## config.mk

```make
export PLATFORM = sky130hd
export DESIGN_NAME = scaled_font_text_rasterizer_core
export DESIGN_NICKNAME = d
export VERILOG_FILES = /design/src/sv/srt_pkg.sv /design/src/sv/scaled_font_text_rasterizer_core.sv /design/src/sv/srt_front.sv /design/src/sv/srt_queue.sv /design/src/sv/srt_back.sv
export SDC_FILE = /design/constraint.sdc
export NUM_CORES = 1
export LEC_CHECK = 0
export BUFFER_PORTS_ARGS = -buffer_cell sky130_fd_sc_hd__buf_2
export CAP_MARGIN = 0
export CORE_MARGIN = 10
export CORE_UTILIZATION = 25
export DETAILED_ROUTE_END_ITERATION = 6
export PLACE_DENSITY = 0.47
export SLEW_MARGIN = 5
export SYNTH_ARGS = -nofsm -noshare
export SYNTH_HDL_FRONTEND = slang
export SYNTH_SLANG_ARGS = --single-unit
export TNS_END_PERCENT = 30
```

## constraint.sdc

```tcl
create_clock -name i_clk -period 14.1 [get_ports i_clk]
set_clock_uncertainty 0.2 [all_clocks]
set_input_delay 0.705 -clock i_clk [delete_from_list [all_inputs] [get_ports i_clk]]
set_output_delay 0.705 -clock i_clk [all_outputs]
set_load 0.03 [all_outputs]
```

## src/sv/srt_pkg.sv

```systemverilog
`timescale 1ns / 1ps
`default_nettype none
// Shared types, constants and the 5x7 column font for the text rasterizer.
// No dependencies; every other file of the block imports this package.
package srt_pkg;

    // Field widths
    localparam int COORD_W  = 10;
    localparam int CUR_W    = 11;
    localparam int EXT_W    = 12;   // cursor or row plus a few dot offsets
    localparam int CODE_W   = 8;
    localparam int COLOR_W  = 16;
    localparam int SCALE_W  = 4;
    localparam int RECT_W   = 9;

    // Font geometry
    localparam int COLS     = 5;
    localparam int ROWS     = 7;
    localparam int CELLS    = COLS * ROWS;
    localparam int ADVANCE  = 6;
    localparam int ROW_W    = 3;

    // Job queue between front and back
    localparam int Q_DEPTH  = 2;
    localparam int Q_PTR_W  = $clog2(Q_DEPTH);

    // Configuration port
    localparam int PADDR_W  = 3;
    localparam int PDATA_W  = 32;
    localparam logic       REG_WIDTH_LIMIT   = 1'b0;
    localparam logic [9:0] WIDTH_LIMIT_RESET = 10'd320;

    // Character codes
    localparam logic [7:0] CH_TILDE    = 8'h7E;
    localparam logic [7:0] CH_QMARK    = 8'h3F;
    localparam logic [7:0] CH_LOWER_A  = 8'h61;
    localparam logic [7:0] CH_LOWER_Z  = 8'h7A;
    localparam logic [7:0] CASE_OFFSET = 8'd32;
    localparam logic [7:0] CH_ZERO     = 8'h30;
    localparam logic [7:0] CH_NINE     = 8'h39;
    localparam logic [7:0] CH_UPPER_A  = 8'h41;
    localparam logic [7:0] CH_UPPER_Z  = 8'h5A;
    localparam logic [7:0] CH_SPACE    = 8'h20;
    localparam logic [7:0] CH_DASH     = 8'h2D;
    localparam logic [7:0] CH_DOT      = 8'h2E;
    localparam logic [7:0] CH_COLON    = 8'h3A;
    localparam logic [7:0] CH_SLASH    = 8'h2F;
    localparam logic [7:0] CH_PERCENT  = 8'h25;

    typedef logic [CELLS-1:0] t_glyph;

    typedef struct packed {
        logic                 first_of_string;
        logic [COORD_W-1:0]   start_x;
        logic [COORD_W-1:0]   start_y;
        logic [CODE_W-1:0]    char_code;
        logic [COLOR_W-1:0]   pixel_color;
        logic [SCALE_W-1:0]   scale;
    } t_char_item;

    typedef struct packed {
        logic [RECT_W-1:0]    rect_x;
        logic [RECT_W-1:0]    rect_y;
        logic [SCALE_W-1:0]   rect_w;
        logic [SCALE_W-1:0]   rect_h;
        logic [COLOR_W-1:0]   rect_color;
        logic                 last_of_char;
    } t_rect_item;

    // One character's drawing job: visible dots only, column-major, bit 0 first
    typedef struct packed {
        logic [CUR_W-1:0]     x;
        logic [COORD_W-1:0]   y;
        logic [SCALE_W-1:0]   scale;
        logic [COLOR_W-1:0]   color;
        t_glyph               mask;
    } t_job;

    typedef struct packed {
        logic full;
        logic empty;
    } t_q_status;

    // Pack five column bytes into one word, column 0 in the low bits
    function automatic t_glyph glyph5(input logic [7:0] b0, input logic [7:0] b1,
                                      input logic [7:0] b2, input logic [7:0] b3,
                                      input logic [7:0] b4);
        return {b4[6:0], b3[6:0], b2[6:0], b1[6:0], b0[6:0]};
    endfunction

    localparam t_glyph FONT_FALLBACK = glyph5(8'h02, 8'h01, 8'h51, 8'h09, 8'h06);
    localparam t_glyph FONT_BLANK    = glyph5(8'h00, 8'h00, 8'h00, 8'h00, 8'h00);
    localparam t_glyph FONT_DASH     = glyph5(8'h08, 8'h08, 8'h08, 8'h08, 8'h08);
    localparam t_glyph FONT_DOT      = glyph5(8'h00, 8'h00, 8'h00, 8'h60, 8'h60);
    localparam t_glyph FONT_COLON    = glyph5(8'h00, 8'h36, 8'h36, 8'h00, 8'h00);
    localparam t_glyph FONT_SLASH    = glyph5(8'h40, 8'h30, 8'h08, 8'h06, 8'h01);
    localparam t_glyph FONT_PERCENT  = glyph5(8'h63, 8'h13, 8'h08, 8'h64, 8'h63);

    localparam t_glyph FONT_DIGITS [10] = '{
        glyph5(8'h3E, 8'h51, 8'h49, 8'h45, 8'h3E), glyph5(8'h00, 8'h42, 8'h7F, 8'h40, 8'h00),
        glyph5(8'h42, 8'h61, 8'h51, 8'h49, 8'h46), glyph5(8'h21, 8'h41, 8'h45, 8'h4B, 8'h31),
        glyph5(8'h18, 8'h14, 8'h12, 8'h7F, 8'h10), glyph5(8'h27, 8'h45, 8'h45, 8'h45, 8'h39),
        glyph5(8'h3C, 8'h4A, 8'h49, 8'h49, 8'h30), glyph5(8'h01, 8'h71, 8'h09, 8'h05, 8'h03),
        glyph5(8'h36, 8'h49, 8'h49, 8'h49, 8'h36), glyph5(8'h06, 8'h49, 8'h49, 8'h29, 8'h1E)
    };

    localparam t_glyph FONT_LETTERS [26] = '{
        glyph5(8'h7E, 8'h11, 8'h11, 8'h11, 8'h7E), glyph5(8'h7F, 8'h49, 8'h49, 8'h49, 8'h36),
        glyph5(8'h3E, 8'h41, 8'h41, 8'h41, 8'h22), glyph5(8'h7F, 8'h41, 8'h41, 8'h22, 8'h1C),
        glyph5(8'h7F, 8'h49, 8'h49, 8'h49, 8'h41), glyph5(8'h7F, 8'h09, 8'h09, 8'h09, 8'h01),
        glyph5(8'h3E, 8'h41, 8'h49, 8'h49, 8'h7A), glyph5(8'h7F, 8'h08, 8'h08, 8'h08, 8'h7F),
        glyph5(8'h00, 8'h41, 8'h7F, 8'h41, 8'h00), glyph5(8'h20, 8'h40, 8'h41, 8'h3F, 8'h01),
        glyph5(8'h7F, 8'h08, 8'h14, 8'h22, 8'h41), glyph5(8'h7F, 8'h40, 8'h40, 8'h40, 8'h40),
        glyph5(8'h7F, 8'h02, 8'h0C, 8'h02, 8'h7F), glyph5(8'h7F, 8'h04, 8'h08, 8'h10, 8'h7F),
        glyph5(8'h3E, 8'h41, 8'h41, 8'h41, 8'h3E), glyph5(8'h7F, 8'h09, 8'h09, 8'h09, 8'h06),
        glyph5(8'h3E, 8'h41, 8'h51, 8'h21, 8'h5E), glyph5(8'h7F, 8'h09, 8'h19, 8'h29, 8'h46),
        glyph5(8'h46, 8'h49, 8'h49, 8'h49, 8'h31), glyph5(8'h01, 8'h01, 8'h7F, 8'h01, 8'h01),
        glyph5(8'h3F, 8'h40, 8'h40, 8'h40, 8'h3F), glyph5(8'h1F, 8'h20, 8'h40, 8'h20, 8'h1F),
        glyph5(8'h3F, 8'h40, 8'h38, 8'h40, 8'h3F), glyph5(8'h63, 8'h14, 8'h08, 8'h14, 8'h63),
        glyph5(8'h07, 8'h08, 8'h70, 8'h08, 8'h07), glyph5(8'h61, 8'h51, 8'h49, 8'h45, 8'h43)
    };

    // Map a raw byte to its glyph: fold lower case, out-of-range to '?'
    function automatic t_glyph glyph_bits(input logic [CODE_W-1:0] code);
        logic [CODE_W-1:0] c;
        t_glyph            g;
        c = code;
        if (c > CH_TILDE) c = CH_QMARK;
        if (c >= CH_LOWER_A && c <= CH_LOWER_Z) c = c - CASE_OFFSET;
        if (c >= CH_ZERO && c <= CH_NINE) begin
            g = FONT_DIGITS[4'(c - CH_ZERO)];
        end else if (c >= CH_UPPER_A && c <= CH_UPPER_Z) begin
            g = FONT_LETTERS[5'(c - CH_UPPER_A)];
        end else begin
            case (c)
                CH_SPACE:   g = FONT_BLANK;
                CH_DASH:    g = FONT_DASH;
                CH_DOT:     g = FONT_DOT;
                CH_COLON:   g = FONT_COLON;
                CH_SLASH:   g = FONT_SLASH;
                CH_PERCENT: g = FONT_PERCENT;
                default:    g = FONT_FALLBACK;
            endcase
        end
        return g;
    endfunction

endpackage
`default_nettype wire

```

## src/sv/scaled_font_text_rasterizer_core.sv

```systemverilog
`timescale 1ns / 1ps
`default_nettype none
// Top level of the scaled 5x7 text rasterizer: config port, front, queue, back.
// Depends on srt_pkg, srt_front, srt_queue and srt_back.
//
//   channel   direction  handshake                 payload
//   input     in         i_in_valid / o_in_stall   i_in_item  (t_char_item)
//   output    out        o_out_valid / i_out_stall o_out_item (t_rect_item)
//   config    in         psel, penable, pwrite     paddr, pwdata, prdata
//
// A character item is taken by the front end, which updates the cursor and
// stopped flag at once and queues a job holding only its visible dots. The
// back end scans that job one glyph cell a cycle, column by column, holding
// on a set dot while the output stalls, and stops after the last visible
// dot. Characters that show nothing queue no job.
// The input stalls only while the two-entry queue is full; the output
// register holds a square under stall and freezes the scan on a set dot.
// Reset clears cursor, stopped flag, queue and output, and sets
// width_limit to 320.
module scaled_font_text_rasterizer_core
    import srt_pkg::*;
#(
    parameter int SCREEN_WIDTH  = 320,
    parameter int SCREEN_HEIGHT = 480
) (
    input  wire logic                 i_clk,
    input  wire logic                 i_rst_n,
    input  wire logic                 i_in_valid,
    output logic                      o_in_stall,
    input  wire t_char_item           i_in_item,
    output logic                      o_out_valid,
    input  wire logic                 i_out_stall,
    output t_rect_item                o_out_item,
    input  wire logic                 psel,
    input  wire logic                 penable,
    input  wire logic                 pwrite,
    input  wire logic [PADDR_W-1:0]   paddr,
    input  wire logic [PDATA_W-1:0]   pwdata,
    output logic [PDATA_W-1:0]        prdata,
    output logic                      pready
);

    logic [9:0] r_width_limit;
    logic       reg_sel;
    logic       in_accept;
    logic       push, pop;
    t_job       front_job, q_job;
    t_q_status  q_status;

    // Register decode: word index is the top address bit, low bits ignored
    assign reg_sel = (paddr[PADDR_W-1] == REG_WIDTH_LIMIT);
    assign pready  = 1'b1;
    assign prdata  = reg_sel ? PDATA_W'(r_width_limit) : '0;

    always_ff @(posedge i_clk) begin
        if (!i_rst_n) begin
            r_width_limit <= WIDTH_LIMIT_RESET;
        end else if (psel && penable && pwrite && reg_sel) begin
            r_width_limit <= pwdata[9:0];
        end
    end

    // Hold input only while the job queue is full
    assign o_in_stall = q_status.full;
    assign in_accept  = i_in_valid && !q_status.full;

    srt_front #(
        .SCREEN_WIDTH (SCREEN_WIDTH),
        .SCREEN_HEIGHT(SCREEN_HEIGHT)
    ) u_front (
        .i_clk        (i_clk),
        .i_rst_n      (i_rst_n),
        .i_accept     (in_accept),
        .i_item       (i_in_item),
        .i_width_limit(r_width_limit),
        .o_push       (push),
        .o_job        (front_job)
    );

    srt_queue u_queue (
        .i_clk   (i_clk),
        .i_rst_n (i_rst_n),
        .i_push  (push),
        .i_job   (front_job),
        .i_pop   (pop),
        .o_job   (q_job),
        .o_status(q_status)
    );

    srt_back #(
        .SCREEN_WIDTH (SCREEN_WIDTH),
        .SCREEN_HEIGHT(SCREEN_HEIGHT)
    ) u_back (
        .i_clk      (i_clk),
        .i_rst_n    (i_rst_n),
        .i_job      (q_job),
        .i_q_status (q_status),
        .o_pop      (pop),
        .i_out_stall(i_out_stall),
        .o_out_valid(o_out_valid),
        .o_out_item (o_out_item)
    );

endmodule
`default_nettype wire

```

## src/sv/srt_front.sv

```systemverilog
`timescale 1ns / 1ps
`default_nettype none
// Front end: accepts characters, keeps cursor and stopped flag, builds jobs.
// Depends on srt_pkg (item and job types, font lookup).
module srt_front
    import srt_pkg::*;
#(
    parameter int SCREEN_WIDTH  = 320,
    parameter int SCREEN_HEIGHT = 480
) (
    input  wire logic         i_clk,
    input  wire logic         i_rst_n,
    input  wire logic         i_accept,
    input  wire t_char_item   i_item,
    input  wire logic [9:0]   i_width_limit,
    output logic              o_push,
    output t_job              o_job
);

    logic [CUR_W-1:0] r_cursor, n_cursor;
    logic             r_stopped, n_stopped;

    logic [CUR_W-1:0] cur_eff;
    logic             stop_eff;
    logic [EXT_W-1:0] scale_ext;
    logic [EXT_W-1:0] fit_sum;
    logic             draw;
    logic [COLS-1:0]  col_ok;
    logic [ROWS-1:0]  row_ok;
    t_glyph           glyph;
    t_glyph           vis;

    always_comb begin
        cur_eff   = i_item.first_of_string ? CUR_W'(i_item.start_x) : r_cursor;
        stop_eff  = i_item.first_of_string ? 1'b0 : r_stopped;
        scale_ext = EXT_W'(i_item.scale);
        fit_sum   = EXT_W'(cur_eff) + EXT_W'(COLS) * scale_ext;
        draw      = !stop_eff && (fit_sum <= EXT_W'(i_width_limit));
        glyph     = glyph_bits(i_item.char_code);

        // Columns and rows whose dot starts on screen
        for (int c = 0; c < COLS; c++) begin
            col_ok[c] = (EXT_W'(cur_eff) + EXT_W'(c) * scale_ext) < EXT_W'(SCREEN_WIDTH);
        end
        for (int r = 0; r < ROWS; r++) begin
            row_ok[r] = (EXT_W'(i_item.start_y) + EXT_W'(r) * scale_ext)
                        < EXT_W'(SCREEN_HEIGHT);
        end
        for (int c = 0; c < COLS; c++) begin
            for (int r = 0; r < ROWS; r++) begin
                vis[c*ROWS + r] = glyph[c*ROWS + r] && col_ok[c] && row_ok[r]
                                  && (i_item.scale != '0);
            end
        end

        n_cursor  = r_cursor;
        n_stopped = r_stopped;
        if (i_accept) begin
            n_stopped = !draw;
            n_cursor  = draw ? CUR_W'(EXT_W'(cur_eff) + EXT_W'(ADVANCE) * scale_ext)
                             : cur_eff;
        end

        o_push      = i_accept && draw && (vis != '0);
        o_job.x     = cur_eff;
        o_job.y     = i_item.start_y;
        o_job.scale = i_item.scale;
        o_job.color = i_item.pixel_color;
        o_job.mask  = vis;
    end

    always_ff @(posedge i_clk) begin
        if (!i_rst_n) begin
            r_cursor  <= '0;
            r_stopped <= 1'b0;
        end else begin
            r_cursor  <= n_cursor;
            r_stopped <= n_stopped;
        end
    end

endmodule
`default_nettype wire

```

## src/sv/srt_queue.sv

```systemverilog
`timescale 1ns / 1ps
`default_nettype none
// Short job queue that decouples the front end from the square scanner.
// Depends on srt_pkg (job and status types, depth).
module srt_queue
    import srt_pkg::*;
(
    input  wire logic   i_clk,
    input  wire logic   i_rst_n,
    input  wire logic   i_push,
    input  wire t_job   i_job,
    input  wire logic   i_pop,
    output t_job        o_job,
    output t_q_status   o_status
);

    t_job               r_mem [Q_DEPTH];
    logic [Q_PTR_W-1:0] r_wr_ptr, r_rd_ptr;
    logic [Q_PTR_W:0]   r_count;

    assign o_job          = r_mem[r_rd_ptr];
    assign o_status.full  = (r_count == (Q_PTR_W+1)'(Q_DEPTH));
    assign o_status.empty = (r_count == '0);

    always_ff @(posedge i_clk) begin
        if (i_push) r_mem[r_wr_ptr] <= i_job;
    end

    always_ff @(posedge i_clk) begin
        if (!i_rst_n) begin
            r_wr_ptr <= '0;
            r_rd_ptr <= '0;
            r_count  <= '0;
        end else begin
            if (i_push) r_wr_ptr <= r_wr_ptr + 1'b1;
            if (i_pop)  r_rd_ptr <= r_rd_ptr + 1'b1;
            case ({i_push, i_pop})
                2'b10:   r_count <= r_count + 1'b1;
                2'b01:   r_count <= r_count - 1'b1;
                default: r_count <= r_count;
            endcase
        end
    end

endmodule
`default_nettype wire

```

## src/sv/srt_back.sv

```systemverilog
`timescale 1ns / 1ps
`default_nettype none
// Back end: walks a job's cells one a cycle (a set dot waits out an output stall) and emits squares.
// Depends on srt_pkg (job, status and result types).
module srt_back
    import srt_pkg::*;
#(
    parameter int SCREEN_WIDTH  = 320,
    parameter int SCREEN_HEIGHT = 480
) (
    input  wire logic       i_clk,
    input  wire logic       i_rst_n,
    input  wire t_job       i_job,
    input  wire t_q_status  i_q_status,
    output logic            o_pop,
    input  wire logic       i_out_stall,
    output logic            o_out_valid,
    output t_rect_item      o_out_item
);

    t_glyph             r_mask, n_mask;
    logic [EXT_W-1:0]   r_x, n_x;
    logic [EXT_W-1:0]   r_y, n_y;
    logic [COORD_W-1:0] r_ybase, n_ybase;
    logic [ROW_W-1:0]   r_row, n_row;
    logic [SCALE_W-1:0] r_scale, n_scale;
    logic [COLOR_W-1:0] r_color, n_color;
    logic               r_out_valid, n_out_valid;
    t_rect_item         r_out, n_out;

    logic               busy, slot_free, emit, advance;
    logic [EXT_W-1:0]   x_left, y_left;

    always_comb begin
        busy      = (r_mask != '0);
        slot_free = !r_out_valid || !i_out_stall;
        emit      = busy && r_mask[0] && slot_free;
        advance   = busy && (!r_mask[0] || slot_free);
        o_pop     = !busy && !i_q_status.empty;
        x_left    = EXT_W'(SCREEN_WIDTH) - r_x;
        y_left    = EXT_W'(SCREEN_HEIGHT) - r_y;

        n_mask  = r_mask;
        n_x     = r_x;
        n_y     = r_y;
        n_ybase = r_ybase;
        n_row   = r_row;
        n_scale = r_scale;
        n_color = r_color;

        if (o_pop) begin
            n_mask  = i_job.mask;
            n_x     = EXT_W'(i_job.x);
            n_y     = EXT_W'(i_job.y);
            n_ybase = i_job.y;
            n_row   = '0;
            n_scale = i_job.scale;
            n_color = i_job.color;
        end else if (advance) begin
            n_mask = r_mask >> 1;
            if (r_row == ROW_W'(ROWS - 1)) begin
                n_row = '0;
                n_x   = r_x + EXT_W'(r_scale);
                n_y   = EXT_W'(r_ybase);
            end else begin
                n_row = r_row + 1'b1;
                n_y   = r_y + EXT_W'(r_scale);
            end
        end

        n_out_valid = slot_free ? emit : r_out_valid;
        n_out       = r_out;
        if (emit) begin
            n_out.rect_x       = r_x[RECT_W-1:0];
            n_out.rect_y       = r_y[RECT_W-1:0];
            n_out.rect_w       = (x_left < EXT_W'(r_scale)) ? x_left[SCALE_W-1:0] : r_scale;
            n_out.rect_h       = (y_left < EXT_W'(r_scale)) ? y_left[SCALE_W-1:0] : r_scale;
            n_out.rect_color   = r_color;
            n_out.last_of_char = (r_mask[CELLS-1:1] == '0);
        end
    end

    always_ff @(posedge i_clk) begin
        if (!i_rst_n) begin
            r_mask      <= '0;
            r_out_valid <= 1'b0;
        end else begin
            r_mask      <= n_mask;
            r_out_valid <= n_out_valid;
        end
    end

    always_ff @(posedge i_clk) begin
        r_x     <= n_x;
        r_y     <= n_y;
        r_ybase <= n_ybase;
        r_row   <= n_row;
        r_scale <= n_scale;
        r_color <= n_color;
        r_out   <= n_out;
    end

    assign o_out_valid = r_out_valid;
    assign o_out_item  = r_out;

endmodule
`default_nettype wire

```

# After elaboration in Yosys (flattened, before gate mapping)
# Memories as Yosys holds them, arrays and structs flattened. A register that Yosys moved wholly into a read port is not among the register bits.
# Index checks and enable logic that the tools add are counted.
# Widths: inputs -> output; s select.
word_totals:
  ff_bits: 162
  ramBits: 152
  romBits: 1680
  in_bits: 91
  output_inout_bits: 78
  memories: 3
op_classes:
  addsub: 24
  multipliers: 3
  order_cmp: 24
  n_eq_ne: 10
  n_mux: 29
  bitwise: 3
  n_reduce_logical: 139
mem_list:
  columns: ["memory", "depth", "width", "rd", "rd_ports_with_merged_regs", "write_ports", "line", "text"]
  rows:
  - ["(name not given)", 32, 35, 1, 0, 0, "srt_pkg.sv:133", "g = FONT_LETTERS[5'(c - CH_UPPER_A)];"]
  - ["(name not given)", 16, 35, 1, 0, 0, "srt_pkg.sv:131", "g = FONT_DIGITS[4'(c - CH_ZERO)];"]
  - ["u_queue.r_mem", 2, 76, 1, 1, 1, "srt_queue.sv:17", "t_job r_mem [Q_DEPTH];"]
op_table:
  columns: ["op", "n"]
  rows:
  - ["$mux 35", 8]
  - ["$pmux 35 s6", 1]
  - ["$lt 12x9->1 const B", 10]
  - ["$logic_and 1x1->1", 119]
  - ["$reduce_bool 35->1", 2]
  - ["$mux 11", 5]
  - ["$eq 8x6->1 const B", 6]
  - ["$logic_not 34->1", 1]
  - ["$mux 10", 3]
  - ["$add 11x6->12", 2]
  - ["$add 12x4->12", 2]
  - ["$lt 12x4->1", 2]
  - ["$sub 9x12->12 const A", 2]
  - ["$add 10x6->11", 2]
  - ["$add 10x7->11", 2]
  - ["$ge 8x7->1 const B", 2]
  - ["$le 8x7->1 const B", 2]
  - ["$mux 8", 2]
  - ["$add 11x4->12", 1]
  - ["$add 11x5->12", 1]
  - ["$add 11x7->12", 1]
  - ["$le 12x10->1", 1]
  - ["$mul 2x4->6 const A", 2]
  - ["$mux 12", 1]
  - ["34 further kinds", 52]

# Logic depth before layout (Yosys ltp)
depth:
  depth_word: 19
  mapped_depth: 26
  depth_no_buf: 22

# Modules after synthesis
# A second synthesis with hierarchy kept.
hier_totals:
  cells_unflattened: 1699
  hier_area_um2: 18400.1
by_module_without_submodules:
  columns: ["mod", "n_inst", "cells_each", "area_each_um2"]
  rows:
  - ["srt_back", 1, 520, 6113.4]
  - ["srt_front", 1, 840, 5930.7]
  - ["srt_queue", 1, 258, 5689.2]
  - ["scaled_font_text_rasterizer_core", 1, 81, 666.9]

# Least setup slack after synthesis
# OpenSTA, ideal clock, no wires.
synth_timing:
  path_kind: "input-to-reg"
  from: "input port i_in_item[48] in the netlist's numbering"
  to: "memory u_queue.r_mem[0][0] in the netlist's numbering (enable)"
  setup_ps: 520
  arrival_time_ps: 8179
  required_time_ps: 13380
  path_slack_ps: 5201
  stages: 22
  n_path_buf: 4
  cell_sequence: "buf_4 clkbuf_1 clkbuf_1 mux2_2 ha_1 fa_1 a21o_1 a21oi_1 o21bai_1 a21oi_1 nor2_1 o21ai_0 xnor2_1 ha_1 nand2_1 o32a_1 o31ai_1 and4_1 clkbuf_1 nand2_1 a21oi_2 nor2b_1"
synth_lines:
  columns: ["item", "line", "text"]
  rows:
  - ["start: declaration", "scaled_font_text_rasterizer_core.sv:30", "input wire t_char_item i_in_item,"]
  - ["end: declaration", "srt_queue.sv:17", null]

==> metrics <==
vias in the first global route=about 13000; average size of a mapped cell=10.7 um2; status=complete, no violations; worst stage delay on the critical path=about 0.85 ns; grt ovf=0; CP required=around 14 ns; r2r setup slk=around 7.9 ns; antenna violations before repair=1; GP Congestion=about 0.90; post_cts resized=0; area leader, netlist=edfxtp_1; most frequent cell after synthesis=edfxtp_1; clock slew at reported path FFs=roughly 0.060 ns; Power Density=between 150 and 200 nW/um2; CTS Buf Count=34; DR iter-0 viols=between 900 and 1000; worst min path class=in -> reg; CP max-delay cell=buf_4; crit path cell chain=buf_2, nor2_1, ha_1, inv_1, ha_1, buf_4, inv_1, or3_1, a31oi_1, a2111oi_0, nor4_1, or3_1, nor4_1, and4b_4, a21oi_2, nor2b_4, buf_4; CTS tree=yes; clk_lat worst skew=roughly 0.53 ns; Synth cell types=around 100; clk sinks=315; GRT Total Usage=around 13%; HPWL Detailed=38800 um; Placeable Area=70400 um2; crit path buf inv count=5; Final Hold Vio Count=0; commonest cells in the netlist=246 x edfxtp_1, 134 x a21oi_1, 125 x nor2_1; Horiz. Die Dim=287 um; setup TNS=0 ns; first-pass iteration count of the detailed router=7; Routed Wire Length=about 55000 um; Cells after Synth=approximately 1700; Synth Warn #=0; FF+latch count, synth=315; # nets final=~2000; RSZ-0062 raised after global routing=false; leakage power=roughly 7.5 nW; worst setup path end=u_queue.r_mem[0][35]; minimum clock period=about 7.5 ns; antenna cells=0; period utilisation layout=52.9%; H-tree Lvls=2; # port buffers=around 120; Slew @ Worst Pin=around 1.1 ns; critical path endpoint category=flop; Critical Path Source Type=primary input; pre-CTS setup slack=between 6 and 7 ns; row count=slightly below 100; post-layout worst setup margin=6.65 ns; kind of critical path=in -> reg; minimum hold slack=around 0.17 ns; share of post-route cells with drive strength above 1=between 10% and 20%; largest net degree at the start of global routing=77; Synth top area share=41.4%; residual DRC count=0; fmax=134 MHz; Slew headroom=between 20% and 30%; first-pass GRT wire length=between 80000 and 90000 um; I/O pins=approximately 170; post-route antenna net violation count=0; setup violators final=0; FILL cells=approximately 7400; wire per inst=20.3 um; Die Ht=roughly 290 um; crit path launch=i_in_item[27]; die area=between 80000 and 90000 um2; vias=approximately 13000; Arrival @ worst endpoint=around 7.4 ns; Synth area leaders=edfxtp_1 41%, dfxtp_1 7.7%, ha_1 7.6%; Stages on worst setup path=17; ys async rst share=0%; Worst R2R Path Depth=19; CP Max Fanout=76; Slew Limit Fails=0; reg-to-reg endpoint=u_queue.r_mem[0][35]; sequential cell area fraction in the yosys report=between 40% and 50%; max-capacitance violation count=0; top_reg_cell synth=edfxtp_1; VDD IR-drop max=approximately 0.1 mV; mapped cell area=between 15000 and 20000 um2; starting density of the core=25.4%; Worst R2R Start=u_front.r_cursor[0]; Post-synth EDFFs=around 250; Top Family by Delay on Critical Path=simple AND/OR/NAND/NOR gates; root cell of the clock tree=clkbuf_16; drt via density=between 4 and 5; P&R area growth vs syn=15.0%; number of setup buffers added after CTS=0; clk buf depth=3; hold buffer count at CTS=0
-- layer usage --
metal / routed length, um / global-route usage, % / up-vias
li1: - / - / 6368
met1: 25300 / 17.3 / 6636
met2: 25800 / 21.1 / 371
met3: 2700 / 1.92 / 78
met4: 1240 / 3.76 / 2
met5: 11 / 0 / -
-- power breakdown --
group / internal, W / switching, W / total [W]
registers: 0.00127 / 0.000129 / 0.00140
clock network: 0.000593 / 0.000373 / 0.000966
logic: 0.000443 / 0.000772 / 0.00121
-- cell usage in the layout, fill, tap and decap left out, drive strengths merged, types with 7 or more instances in the layout --
cell type and instances:
or3 14, o21a 14, nand2 122, nand3 43, o21bai 8, nor2b 24, nand2b 16, mux2 44
a21oi 135, conb 23, o211ai 26, nor2 125, buf 140, inv 64, nor3 31, o21ai 86
o31ai 7, nand4 15, edfxtp 246, o221a 11, mux2i 62, a221oi 11, a2111oi 8, clkinv 7
nor4 24, xnor2 25, a21o 19, xor2 19, a211oi 18, clkbuf 46, and2 10, and3 10
a31oi 21, a311oi 7, or4 8, dfxtp 69, ha 108
-- registers in the layout, summed over array words and instances, names as in the netlist, named ones only --
register and flops:
u_queue.r_mem 152, u_back.o_out_item 43, u_back.r_mask 35, u_back.r_color 16, u_back.r_x 12, u_back.r_y 12, u_front.r_cursor 11, r_width_limit 10
u_back.r_ybase 10, u_back.r_scale 4, u_back.r_row 3, u_queue.r_count 2, u_back.o_out_valid 1, u_front.r_stopped 1, u_queue.r_rd_ptr 1, u_queue.r_wr_ptr 1
-- metrics by stage --
step / cell area, um2 / power (W) / utilization, % / std cells
finish: 20500 / 0.00358 / 29.2 / 2711
global route: 20500 / 0.00381 / 29.2 / 2711
global placement: 19300 / 0.00262 / 27.5 / 2649
detailed placement: 19300 / 0.00265 / 27.5 / 2649
CTS: 20500 / 0.00363 / 29.2 / 2711
floorplan: 17900 / 0.00227 / - / 1683
-- cells by family after synthesis --
logic type      Yosys count  share of synthesized area [%]
compound gates          425                           16.1
xor+xnor                 44                           2.16
fa+ha+maj               114                           8.24
buf+inv                 178                           4.50
flops                   315                           49.1
mux                     106                           6.25
other cells               2                         0.0421
simple gates            478                           13.6
-- cell type report --
class | instances | area, um2 | share of cell area (%)
clock inverter | 16 | 230 | 1.12
timing repair buffer | 140 | 748 | 3.64
inverter | 64 | 240 | 1.17
sequential | 315 | 8770 | 42.7
tap | 940 | 1180 | 5.73
multi-input combinational | 1190 | 8400 | 40.9
clock buffer | 46 | 970 | 4.72
-- how the worst min path moves through the flow --
stage / start / end / slack (ns) / depth (start not counted)
floorplan: u_back.r_color[9] / u_back.o_out_item[10] / 0.20 / 0
global placement: u_back.r_color[11] / u_back.o_out_item[12] / 0.20 / 0
detailed placement: u_back.r_color[12] / u_back.o_out_item[13] / 0.21 / 0
CTS: i_in_item[11] / u_queue.r_mem[1][42] / 0.14 / 1
global route: i_in_item[7] / u_queue.r_mem[0][38] / 0.15 / 1
finish: i_in_item[11] / u_queue.r_mem[0][42] / 0.17 / 1
Note: power is estimated with default switching activity, not from simulation.
